## config.mk

```make
export PLATFORM = sky130hd
export DESIGN_NAME = srpt_scheduler_queue_top
export DESIGN_NICKNAME = d
export VERILOG_FILES = /design/src/design/srpt_sq_pkg.sv /design/src/design/srpt_scheduler_queue_top.sv
export SDC_FILE = /design/constraint.sdc
export NUM_CORES = 2
export LEC_CHECK = 0
export BUFFER_PORTS_ARGS = -buffer_cell sky130_fd_sc_hd__buf_4
export CORE_AREA = 2 2 543 329
export DETAILED_ROUTE_END_ITERATION = 6
export DIE_AREA = 0 0 545 331
export PLACE_DENSITY = 0.73
export SYNTH_ARGS = -nofsm -noshare
export SYNTH_HDL_FRONTEND = slang
export SYNTH_SLANG_ARGS = --single-unit
```

## constraint.sdc

```tcl
create_clock -name clk -period 11.6 [get_ports clk]
set_input_delay 1.16 -clock clk [delete_from_list [all_inputs] [get_ports clk]]
set_output_delay 1.16 -clock clk [all_outputs]
set_load 0.02 [all_outputs]
```

## src/design/srpt_sq_pkg.sv

```systemverilog
// types and constants for the shortest remaining time scheduler queue
package srpt_sq_pkg;

    localparam int ID_W       = 8;
    localparam int LEN_W      = 16;
    localparam int WAIT_W     = 32;
    localparam int IN_TDATA_W = 24;

    localparam logic [WAIT_W-1:0] WAIT_MAX = {WAIT_W{1'b1}};

    // one queued job as held in the entry store
    typedef struct packed {
        logic [ID_W-1:0]   id;
        logic [LEN_W-1:0]  len;
        logic [LEN_W-1:0]  run;
        logic [WAIT_W-1:0] wait_cnt;
    } entry_t;

    localparam int ENTRY_W = $bits(entry_t);

    // tick sequencer
    typedef enum logic [2:0] {
        ST_IDLE,
        ST_READ,
        ST_PROC,
        ST_TAIL,
        ST_DONE
    } state_t;

endpackage

```

## src/design/srpt_scheduler_queue_top.sv

```systemverilog
// shortest remaining processing time scheduler queue, sweep based
//
// usage:
//   slave channel: one transaction is one scheduler tick. tuser[0] flags an
//   arriving job, tdata carries its id and length (a length of 0 runs as 1).
//   master channel: one result transaction per tick with busy flag, running
//   id, completion flag and wait count, drop flag and the queue count.
// operation:
//   the queue lives in a two bank entry memory. each tick sweeps the stored
//   jobs in order through one shared subtract/compare and increment unit,
//   merges the arrival in at its place, advances the head, ages the rest and
//   writes the stream into the other bank; the banks then swap.
// sequencing:
//   each stored job is read from memory in ST_READ and passed through the
//   unit in ST_PROC; an arrival that lands in front of a stored job takes an
//   extra ST_PROC step, and ST_TAIL and ST_DONE close the tick. s_axis_tready
//   is high only while the sequencer is idle.
// reset: the queue is empty, no result is pending; memory contents are
//   never read before being written.
// stall: a result waits in the output register; the next tick is taken
//   meanwhile, and its result is held back until the register is free.
module srpt_scheduler_queue_top #(
    parameter int  QUEUE_DEPTH = 16,
    localparam int COUNT_W     = $clog2(QUEUE_DEPTH + 1),
    localparam int OUT_W       = 43 + COUNT_W,
    localparam int M_TDATA_W   = ((OUT_W + 7) / 8) * 8
) (
    input  logic                              clk,
    input  logic                              rst_n,
    input  logic                              s_axis_tvalid,
    output logic                              s_axis_tready,
    // new_id [7:0], new_length [23:8]
    input  logic [srpt_sq_pkg::IN_TDATA_W-1:0] s_axis_tdata,
    // arrive_valid [0]
    input  logic [0:0]                        s_axis_tuser,
    output logic                              m_axis_tvalid,
    input  logic                              m_axis_tready,
    // busy_res [0], running_id [8:1], done_res [9], done_wait [41:10],
    // dropped [42], queue_count [42+COUNT_W:43], zero padding above
    output logic [M_TDATA_W-1:0]              m_axis_tdata
);

    localparam int IDX_W = $clog2(QUEUE_DEPTH);
    localparam int AW    = IDX_W + 1;
    localparam logic [COUNT_W-1:0] DEPTH_C = COUNT_W'(QUEUE_DEPTH);

    // sequencer and control state
    srpt_sq_pkg::state_t state_reg, state_next;
    logic [COUNT_W-1:0] occ_reg, occ_next;
    logic [COUNT_W-1:0] rd_cnt_reg, rd_cnt_next;
    logic [COUNT_W-1:0] wr_cnt_reg, wr_cnt_next;
    logic               bank_reg, bank_next;
    logic               ins_pend_reg, ins_pend_next;
    logic               head_seen_reg, head_seen_next;
    logic               out_valid_reg, out_valid_next;

    // tick payload and result
    logic [srpt_sq_pkg::ID_W-1:0]   new_id_reg, new_id_next;
    logic [srpt_sq_pkg::LEN_W-1:0]  new_len_reg, new_len_next;
    logic                           busy_reg, busy_next;
    logic [srpt_sq_pkg::ID_W-1:0]   run_id_reg, run_id_next;
    logic                           done_reg, done_next;
    logic [srpt_sq_pkg::WAIT_W-1:0] wait_out_reg, wait_out_next;
    logic                           drop_reg, drop_next;
    logic [OUT_W-1:0]               out_data_reg, out_data_next;

    // entry memory, two banks of 2**IDX_W entries, each holding up to QUEUE_DEPTH jobs
    logic [srpt_sq_pkg::ENTRY_W-1:0] mem [0:(2**AW)-1];
    srpt_sq_pkg::entry_t rdata_reg;

    // control from the sequencer
    logic rd_en;
    logic emit_en;
    logic emit_new;
    logic tick_acc;
    logic out_load;

    // shared unit signals
    srpt_sq_pkg::entry_t emit_entry;
    srpt_sq_pkg::entry_t new_entry;
    srpt_sq_pkg::entry_t wdata;
    logic [srpt_sq_pkg::LEN_W-1:0]  rem;
    logic                           rem_lt;
    logic                           rem_eq;
    logic                           ins_here;
    logic                           last_elem;
    logic [srpt_sq_pkg::LEN_W-1:0]  run_inc;
    logic [srpt_sq_pkg::WAIT_W-1:0] wait_inc;
    logic                           is_head;
    logic                           head_done;
    logic                           wr_en;
    logic [AW-1:0]                  raddr;
    logic [AW-1:0]                  waddr;

    // placement compare against the stored job being swept
    always_comb
    begin
        rem      = rdata_reg.len - rdata_reg.run;
        rem_lt   = (rem < new_len_reg);
        rem_eq   = (rem == new_len_reg);
        // in front of the head only when strictly shorter, else before the
        // first later job that is not shorter
        if (rd_cnt_reg == '0)
        begin
            ins_here = ins_pend_reg && !rem_lt && !rem_eq;
        end
        else
        begin
            ins_here = ins_pend_reg && !rem_lt;
        end
        last_elem = (rd_cnt_reg == (occ_reg - COUNT_W'(1)));
    end

    // next state
    always_comb
    begin
        state_next = state_reg;
        unique case (state_reg)
            srpt_sq_pkg::ST_IDLE:
            begin
                if (s_axis_tvalid)
                begin
                    state_next = (occ_reg == '0) ? srpt_sq_pkg::ST_TAIL
                                                 : srpt_sq_pkg::ST_READ;
                end
            end
            srpt_sq_pkg::ST_READ:
            begin
                state_next = srpt_sq_pkg::ST_PROC;
            end
            srpt_sq_pkg::ST_PROC:
            begin
                priority if (ins_here)
                begin
                    state_next = srpt_sq_pkg::ST_PROC;
                end
                else if (last_elem)
                begin
                    state_next = srpt_sq_pkg::ST_TAIL;
                end
                else
                begin
                    state_next = srpt_sq_pkg::ST_READ;
                end
            end
            srpt_sq_pkg::ST_TAIL:
            begin
                state_next = srpt_sq_pkg::ST_DONE;
            end
            srpt_sq_pkg::ST_DONE:
            begin
                if (!out_valid_reg || m_axis_tready)
                begin
                    state_next = srpt_sq_pkg::ST_IDLE;
                end
            end
            default:
            begin
                state_next = srpt_sq_pkg::ST_IDLE;
            end
        endcase
    end

    // sequencer outputs
    always_comb
    begin
        rd_en    = 1'b0;
        emit_en  = 1'b0;
        emit_new = 1'b0;
        tick_acc = 1'b0;
        out_load = 1'b0;
        unique case (state_reg)
            srpt_sq_pkg::ST_IDLE:
            begin
                tick_acc = s_axis_tvalid;
            end
            srpt_sq_pkg::ST_READ:
            begin
                rd_en = 1'b1;
            end
            srpt_sq_pkg::ST_PROC:
            begin
                emit_en  = 1'b1;
                emit_new = ins_here;
            end
            srpt_sq_pkg::ST_TAIL:
            begin
                emit_en  = ins_pend_reg;
                emit_new = 1'b1;
            end
            srpt_sq_pkg::ST_DONE:
            begin
                out_load = !out_valid_reg || m_axis_tready;
            end
            default:
            begin
                rd_en = 1'b0;
            end
        endcase
    end

    assign s_axis_tready = (state_reg == srpt_sq_pkg::ST_IDLE);

    // shared tick unit: advance the head, age every other job
    always_comb
    begin
        new_entry.id       = new_id_reg;
        new_entry.len      = new_len_reg;
        new_entry.run      = '0;
        new_entry.wait_cnt = '0;
        emit_entry = emit_new ? new_entry : rdata_reg;
        run_inc    = emit_entry.run + srpt_sq_pkg::LEN_W'(1);
        wait_inc   = (emit_entry.wait_cnt == srpt_sq_pkg::WAIT_MAX)
                     ? emit_entry.wait_cnt
                     : emit_entry.wait_cnt + srpt_sq_pkg::WAIT_W'(1);
        is_head    = !head_seen_reg;
        head_done  = is_head && (run_inc >= emit_entry.len);
        wr_en      = emit_en && !head_done;
        wdata      = emit_entry;
        if (is_head)
        begin
            wdata.run = run_inc;
        end
        else
        begin
            wdata.wait_cnt = wait_inc;
        end
        raddr = {bank_reg, rd_cnt_reg[IDX_W-1:0]};
        waddr = {~bank_reg, wr_cnt_reg[IDX_W-1:0]};
    end

    // datapath and counter next values
    always_comb
    begin
        occ_next       = occ_reg;
        rd_cnt_next    = rd_cnt_reg;
        wr_cnt_next    = wr_cnt_reg;
        bank_next      = bank_reg;
        ins_pend_next  = ins_pend_reg;
        head_seen_next = head_seen_reg;
        out_valid_next = out_valid_reg;
        new_id_next    = new_id_reg;
        new_len_next   = new_len_reg;
        busy_next      = busy_reg;
        run_id_next    = run_id_reg;
        done_next      = done_reg;
        wait_out_next  = wait_out_reg;
        drop_next      = drop_reg;
        out_data_next  = out_data_reg;

        // latch a new tick
        if (tick_acc)
        begin
            ins_pend_next  = s_axis_tuser[0] && (occ_reg != DEPTH_C);
            drop_next      = s_axis_tuser[0] && (occ_reg == DEPTH_C);
            new_id_next    = s_axis_tdata[7:0];
            new_len_next   = (s_axis_tdata[23:8] == '0) ? srpt_sq_pkg::LEN_W'(1)
                                                        : s_axis_tdata[23:8];
            rd_cnt_next    = '0;
            wr_cnt_next    = '0;
            head_seen_next = 1'b0;
            busy_next      = 1'b0;
            run_id_next    = '0;
            done_next      = 1'b0;
            wait_out_next  = '0;
        end

        // one job leaves the shared unit
        if (emit_en)
        begin
            head_seen_next = 1'b1;
            if (is_head)
            begin
                busy_next   = 1'b1;
                run_id_next = emit_entry.id;
            end
            if (head_done)
            begin
                done_next     = 1'b1;
                wait_out_next = emit_entry.wait_cnt;
            end
            if (wr_en)
            begin
                wr_cnt_next = wr_cnt_reg + COUNT_W'(1);
            end
            if (emit_new)
            begin
                ins_pend_next = 1'b0;
            end
            else
            begin
                rd_cnt_next = rd_cnt_reg + COUNT_W'(1);
            end
        end

        // result register
        if (out_load)
        begin
            out_valid_next = 1'b1;
            out_data_next  = {wr_cnt_reg, drop_reg, wait_out_reg, done_reg,
                              run_id_reg, busy_reg};
            occ_next       = wr_cnt_reg;
            bank_next      = ~bank_reg;
        end
        else if (m_axis_tready)
        begin
            out_valid_next = 1'b0;
        end
    end

    // control registers
    always_ff @(posedge clk or negedge rst_n)
    begin
        if (!rst_n)
        begin
            state_reg     <= srpt_sq_pkg::ST_IDLE;
            occ_reg       <= '0;
            rd_cnt_reg    <= '0;
            wr_cnt_reg    <= '0;
            bank_reg      <= 1'b0;
            ins_pend_reg  <= 1'b0;
            head_seen_reg <= 1'b0;
            out_valid_reg <= 1'b0;
        end
        else
        begin
            state_reg     <= state_next;
            occ_reg       <= occ_next;
            rd_cnt_reg    <= rd_cnt_next;
            wr_cnt_reg    <= wr_cnt_next;
            bank_reg      <= bank_next;
            ins_pend_reg  <= ins_pend_next;
            head_seen_reg <= head_seen_next;
            out_valid_reg <= out_valid_next;
        end
    end

    // payload registers
    always_ff @(posedge clk)
    begin
        new_id_reg   <= new_id_next;
        new_len_reg  <= new_len_next;
        busy_reg     <= busy_next;
        run_id_reg   <= run_id_next;
        done_reg     <= done_next;
        wait_out_reg <= wait_out_next;
        drop_reg     <= drop_next;
        out_data_reg <= out_data_next;
    end

    // entry memory ports
    always_ff @(posedge clk)
    begin
        if (wr_en)
        begin
            mem[waddr] <= wdata;
        end
    end

    always_ff @(posedge clk)
    begin
        if (rd_en)
        begin
            rdata_reg <= mem[raddr];
        end
    end

    assign m_axis_tvalid = out_valid_reg;
    assign m_axis_tdata  = M_TDATA_W'(out_data_reg);

endmodule

```

---- Word level (Yosys, flattened, before mapping) ----
Memories as Yosys holds them, arrays and structs flattened. A register that Yosys moved wholly into a read port is not among the register bits.
Cells that the tools add are included.
word-level totals
  memories ................................ 1
  register bits ........................... 137
  word-level logic and storage cells ...... 99
  input bits .............................. 29
  RAM bits ................................ 2304
  output and inout port bits .............. 50
memory list
  memory  words  bits a word  read ports  clocked after memory_dff  wr ports  line                            RTL
  mem     32     72           1           1                         1         srpt_scheduler_queue_top.sv:68  logic [srpt_sq_pkg::ENTRY_W-1:0] mem [0:(2**AW)-1];
cells by class
  add/sub/neg operators ................... 6
  reductions and logical operators ........ 19
  $lt $le $gt $ge ......................... 2
  eq/ne operators ......................... 11
  muxes and demuxes ....................... 43
  bitwise operators ....................... 1
operators with widths
  operator                 number
  $mux W32                 5
  $mux W72                 1
  $add A32 B1 Y32 const B  1
  $eq A32 B32 Y1 const B   1
  $mux W5                  6
  $mux W8                  3
  $mux W1                  19
  $add A16 B1 Y16 const B  1
  $eq A16 B16 Y1           1
  $ge A16 B16 Y1           1
  $logic_not A16 Y1        1
  $lt A16 B16 Y1           1
  $mux W16                 1
  $sub A16 B16 Y16         1
  $pmux W3 S5              1
  $add A5 B1 Y5 const B    2
  $logic_not A5 Y1         2
  $eq A3 B2 Y1 const B     2
  $logic_and A1 B1 Y1      6
  $mux W2                  3
  $mux W3                  2
  $eq A5 B5 Y1             1
  $eq A5 B5 Y1 const B     1
  $logic_not A1 Y1         5
  other kinds (11)         14

---- Longest topological paths before layout ----
  depth in word-level cells ............... 15
  depth in mapped cells ................... 37
  mapped depth without buffers ............ 34

---- Least setup slack after synthesis ----
No wires, ideal clock.
  path kind ............................... reg2reg
  start ................................... register, netlist name rdata_reg[32]
  end ..................................... memory mem[15][0] (netlist bit) (enable)
  path slack .............................. 0.826 ns
  setup time .............................. 0.503 ns
  data required time ...................... 11.097 ns
  period minus slack after synthesis ...... 10.774 ns
  buffers on the path ..................... 4
  stages on the path, launching flop included .. 32
  arrival ................................. 10.271 ns
  cell sequence ........................... edfxtp_1 -> ha_1 -> fa_1 -> nor2b_1 -> o21ai_0 -> a21boi_0 -> o211ai_1 -> a31oi_1 -> a21o_1 -> a21oi_1 -> xnor2_1 -> ha_1 -> nand4_1 -> or3_1 -> nor2_1 -> a21oi_1 -> o21a_4 -> and2_1 -> buf_2 -> clkbuf_1 -> buf_2 -> o21ai_0 -> ha_1 -> nand2b_1 -> a21o_1 -> a21oi_1 -> o21ai_0 -> a31oi_1 -> o31a_1 -> clkbuf_1 -> nand2_1 -> nor2_1
RTL lines
  what              line
  end: declaration  srpt_scheduler_queue_top.sv:68

---- Final worst setup path ----
  start ................................... register, netlist name rdata_reg[32]
  end ..................................... memory mem[16][59] (netlist bit) (enable)
between the ends
  longest elaborated chain between the ends .. 15
  elaborated cells between the ends (all ways) .. 17
  classes of those cells .................. add/sub (2); order compare (2); eq/ne (1); mux (5); reduce/logical (7)
ends and longest elaborated chain
  what                             line                                                              RTL
  $sub A16 B16 Y16                 srpt_scheduler_queue_top.sv:98                                    rem = rdata_reg.len - rdata_reg.run;
  $lt A16 B16 Y1                   srpt_scheduler_queue_top.sv:99                                    rem_lt = (rem < new_len_reg);
  $logic_not A1 Y1                 srpt_scheduler_queue_top.sv:105, srpt_scheduler_queue_top.sv:109
  $logic_and A1 B1 Y1              srpt_scheduler_queue_top.sv:105, srpt_scheduler_queue_top.sv:109
  $logic_and A1 B1 Y1              srpt_scheduler_queue_top.sv:105                                   ins_here = ins_pend_reg && !rem_lt && !rem_eq;
  $mux W1                          srpt_scheduler_queue_top.sv:103                                   if (rd_cnt_reg == '0)
  $pmux W1 S2                      srpt_scheduler_queue_top.sv:172                                   unique case (state_reg)
  $mux W72 *                       srpt_scheduler_queue_top.sv:211                                   emit_entry = emit_new ? new_entry : rdata_reg;
  $add A16 B1 Y16                  srpt_scheduler_queue_top.sv:212                                   run_inc = emit_entry.run + srpt_sq_pkg::LEN_W'(1);
  $ge A16 B16 Y1 *                 srpt_scheduler_queue_top.sv:217                                   head_done = is_head && (run_inc >= emit_entry.len);
  $logic_and A1 B1 Y1 *            srpt_scheduler_queue_top.sv:217
  $logic_not A1 Y1 *               srpt_scheduler_queue_top.sv:218                                   wr_en = emit_en && !head_done;
  $logic_and A1 B1 Y1 *            srpt_scheduler_queue_top.sv:218
  $mux W1 *                        srpt_scheduler_queue_top.sv:354                                   if (wr_en)
  $mux W1 (not written as such) *  srpt_scheduler_queue_top.sv:356                                   mem[waddr] <= wdata;
Mark *: on every way between the ends. The rest lies on a longest branch, timed or not.

==> metrics.md <==
| Metric | Value |
|---|---|
| Site Rows | around 120 |
| Cell accounting for the most synthesized area | sky130_fd_sc_hd__edfxtp_1 |
| Category of the most critical setup path | flop to flop |
| Final Hold Viols | 0 |
| Grt ovf | 0 |
| Setup clock skew after layout | roughly 59 ps |
| Global-route wire length before repair | around 350000 um |
| Cell type of the slowest stage on the worst timing path | sky130_fd_sc_hd__nor2_4 |
| Number of distinct library cells after synthesis | between 60 and 70 |
| Min Tclk post-route | approximately 10000 ps |
| TritonCTS Sinks | ~2500 |
| Area of the core region | between 150000 and 200000 um^2 |
| Final GP Congestion | 0.8332 |
| Die height | about 330 um |
| Port Buf Inserts | a little under 80 |
| Worst Setup End Kind | flop |
| Library cell appearing most often on the critical path | sky130_fd_sc_hd__ha_1 |
| WP data required | between 10000 and 15000 ps |
| Routed wire length | about 240000 um |
| Critical Path Max Stage Delay | between 1000 and 1500 ps |
| Post_cts resized | 0 |
| Bufs and invs on worst path | 1 |
| Reg2reg setup slack | about 1200 ps |
| DR pass1 iterations | 5 |
| Overall die area | between 150000 and 200000 um^2 |
| Reg-to-Reg Start | rdata_reg[32] |
| Fmax | 96.35 MHz |
| Power density over cell area | between 200 and 300 nW/um^2 |
| Max-capacitance violation count | 0 |
| Cell family contributing the most delay on the critical path | simple AND/OR/NAND/NOR gates |
| Share of synthesized area occupied by flip-flops and latches | 76.68% |
| Buffer levels on the longest clock path | 4 |
| Combined global-route utilization of all metal layers | between 20% and 30% |
| Number of nets in the final layout | ~4600 |
| Die W | between 500 and 600 um |
| Number of antenna violations at the first check in global routing | 11 |
| Fraction of final layout cells with drive strength greater than 1 | 30.33% |
| CTS root buffer | sky130_fd_sc_hd__clkbuf_16 |
| Number of nets still failing antenna checks after routing | 0 |
| Critical Path AT | ~11000 ps |
| Clock transition at the register clock pins on the worst setup and hold paths after CTS | about 70 ps |
| Synthesized area per cell | between 20 and 25 um^2 |
| Leakage power of the design | 33.83 nW |
| Area delta synth->final | 12.05% |
| Most frequently used flop master after synthesis | sky130_fd_sc_hd__edfxtp_1 |
| Most frequent cell after synthesis | sky130_fd_sc_hd__edfxtp_1 |
| Area share of the largest cell type after synthesis | 75.26% |
| Number of enable-type register cells in the synthesized netlist | approximately 2400 |
| Tightest Hold Check Type | input port to asynchronous set/reset pin |
| Number of flip-flops in the largest register | 2304 |
| Clock latency at the later pin of the worst-skew pair | a little under 900 ps |
| Slew at the pin closest to its max-slew limit | ~1300 ps |
| FF-to-FF End | mem[16][59] |
| Startpoint type of the worst setup path | flop |
| Number of cells produced by synthesis | 4273 |
| Via density per instance | between 6 and 7 |
| RSZ-0062 raised after global routing | false |
| Largest voltage drop on the vdd net | around 0.2 mV |
| 1st-iter DRT viols | between 7000 and 8000 |
| Number of fillers in the final layout | 11360 |
| Post-route DRC | 0 |
| Cell types with the highest counts after synthesis | sky130_fd_sc_hd__edfxtp_1 (2449), sky130_fd_sc_hd__mux4_2 (720), sky130_fd_sc_hd__clkbuf_1 (160) |
| Dpl hpwl | between 100000 and 150000 um |
| Clock tree from TritonCTS | done |
| Crit share post-route | 89.48% |
| Syn nets | about 4400 |
| Total CTS buffers | 220 |
| Final core utilization | between 60 and 70% |
| Run status | finished, final reports clean |
| Level count of the clock H-tree | 4 |
| Max-slew headroom | between 10% and 20% |
| Ranking of synthesized cells by area | sky130_fd_sc_hd__edfxtp_1 (75%), sky130_fd_sc_hd__mux4_2 (17%), sky130_fd_sc_hd__mux2_2 (0.86%), sky130_fd_sc_hd__dfxtp_1 (0.86%), sky130_fd_sc_hd__ha_1 (0.73%) |
| Highest net fanout along the worst path | 24 |
| Count of hold-fix buffers inserted at cts | 0 |
| Worst Reg2Reg Path Length in Cells | 34 |
| Share of flip-flops with an asynchronous set or reset | less than 1% |
| Initial cell density of the core | 55.85% |
| I/O pins | 79 |
| Avg WL per Cell | roughly 35 um |
| Setup TNS after final layout | 0 ps |
| Fin. max-slew vios | 0 |
| Synthesis Warnings | 0 |
| Final setup violation count | 0 |
| Via count | roughly 47000 |
| Largest net degree at the start of global routing | 99 |
| Number of buffers inserted by post-CTS setup repair | 0 |
| Post-Syn Area | around 98000 um^2 |
| Via count of the first global-routing pass | ~46000 |
| Number of storage elements in the synthesis netlist | around 2500 |
worst register-to-register path: cells and delay by family, from the launching register on:
kind,cells,cell delay [ps]
AOI/OAI and AO/OA,12,2650
and+or+nand+nor,14,4740
adders and majority gates,5,1580
xor gates and xnor gates,2,270
buffers and inverters,1,400
DFF,1,420
layout make-up:
| cell class | count | area, um^2 | share of cell area (%) |
|---|---|---|---|
| sequential | 2513 | 74950 | 68.46 |
| multi-input combinational | 1479 | 22230 | 20.30 |
| clock buffer | 261 | 5699 | 5.205 |
| tap | 2359 | 2952 | 2.696 |
| timing repair buffer | 221 | 1947 | 1.778 |
| clock inverter | 132 | 1446 | 1.321 |
| inverter | 62 | 232.7 | 0.2126 |
| antenna | 12 | 30.03 | 0.02743 |
metal layers:
metal  global-route usage [%]  part of all wire [%]  wire length (um)
met2                    39.62                    44            108600
met5                        0                0.0033                 8
met1                    43.12                    40             98070
met3                    7.002                    13             32130
met4                    6.150                   2.3              5648
power breakdown:
group | internal [W] | switching (W)
Clock | 0.00415 | 0.00326
Combinational | 0.00268 | 0.00498
Sequential | 0.0121 | 0.000393
worst max path at each step:
stage / endpoint / start / slack, ps / cells past startpoint
floorplan: mem[15][0] / rdata_reg[32] / 830 / 31
global placement: mem[16][33] / rdata_reg[32] / 1530 / 34
detailed placement: mem[16][53] / rdata_reg[32] / 1430 / 34
CTS: mem[16][32] / rdata_reg[32] / 1370 / 34
global route: mem[16][59] / rdata_reg[32] / 500 / 34
finish: mem[16][59] / rdata_reg[32] / 1220 / 34
layout by cell type (no fill, tap or decap), drive strengths merged, types with 11 or more instances in the layout:
master / n
mux4: 720
a21oi: 34
o21ai: 15
clkinv: 83
nand2: 135
nor3: 16
nand2b: 20
a21o: 15
edfxtp: 2449
xor2: 11
diode: 12
inv: 72
mux2: 83
mux2i: 61
or3: 11
nor2: 92
nand3: 24
xnor2: 44
nor4: 14
dfxtp: 42
bufinv: 29
ha: 57
clkbuf: 261
dfrtp: 22
buf: 221
logic make-up (layout without fill, tap and decap cells):
logic type / Yosys count / after routing / synth area share, %
mux: 864 / 864 / 18.18
flops: 2513 / 2513 / 76.68
simple gates: 376 / 376 / 1.862
compound gates: 126 / 126 / 0.9053
buf+inv: 281 / 676 / 1.131
fa+ha+maj: 58 / 58 / 0.7503
other cells: 0 / 12 / 0
xor+xnor: 55 / 55 / 0.4930
metrics by stage:
| stage | setup WS (ps) | power (W) | cells | hold slack, ps | area [um^2] |
|---|---|---|---|---|---|
| 2_1_floorplan | 826.0 | 0.01713 | 4273 | 400.3 | 97720 |
| 3_3_place_gp | 1528 | 0.02012 | 6634 | 408.9 | 102300 |
| 3_5_place_dp | 1426 | 0.02028 | 6634 | 405.4 | 102300 |
| 4_1_cts | 1367 | 0.02762 | 7027 | 142.5 | 109400 |
| 5_1_grt | 502.2 | 0.02849 | 7027 | 173.0 | 109500 |
| 6_report | 1221 | 0.02761 | 7039 | 179.9 | 109500 |
(Power assumes the default switching activity.)
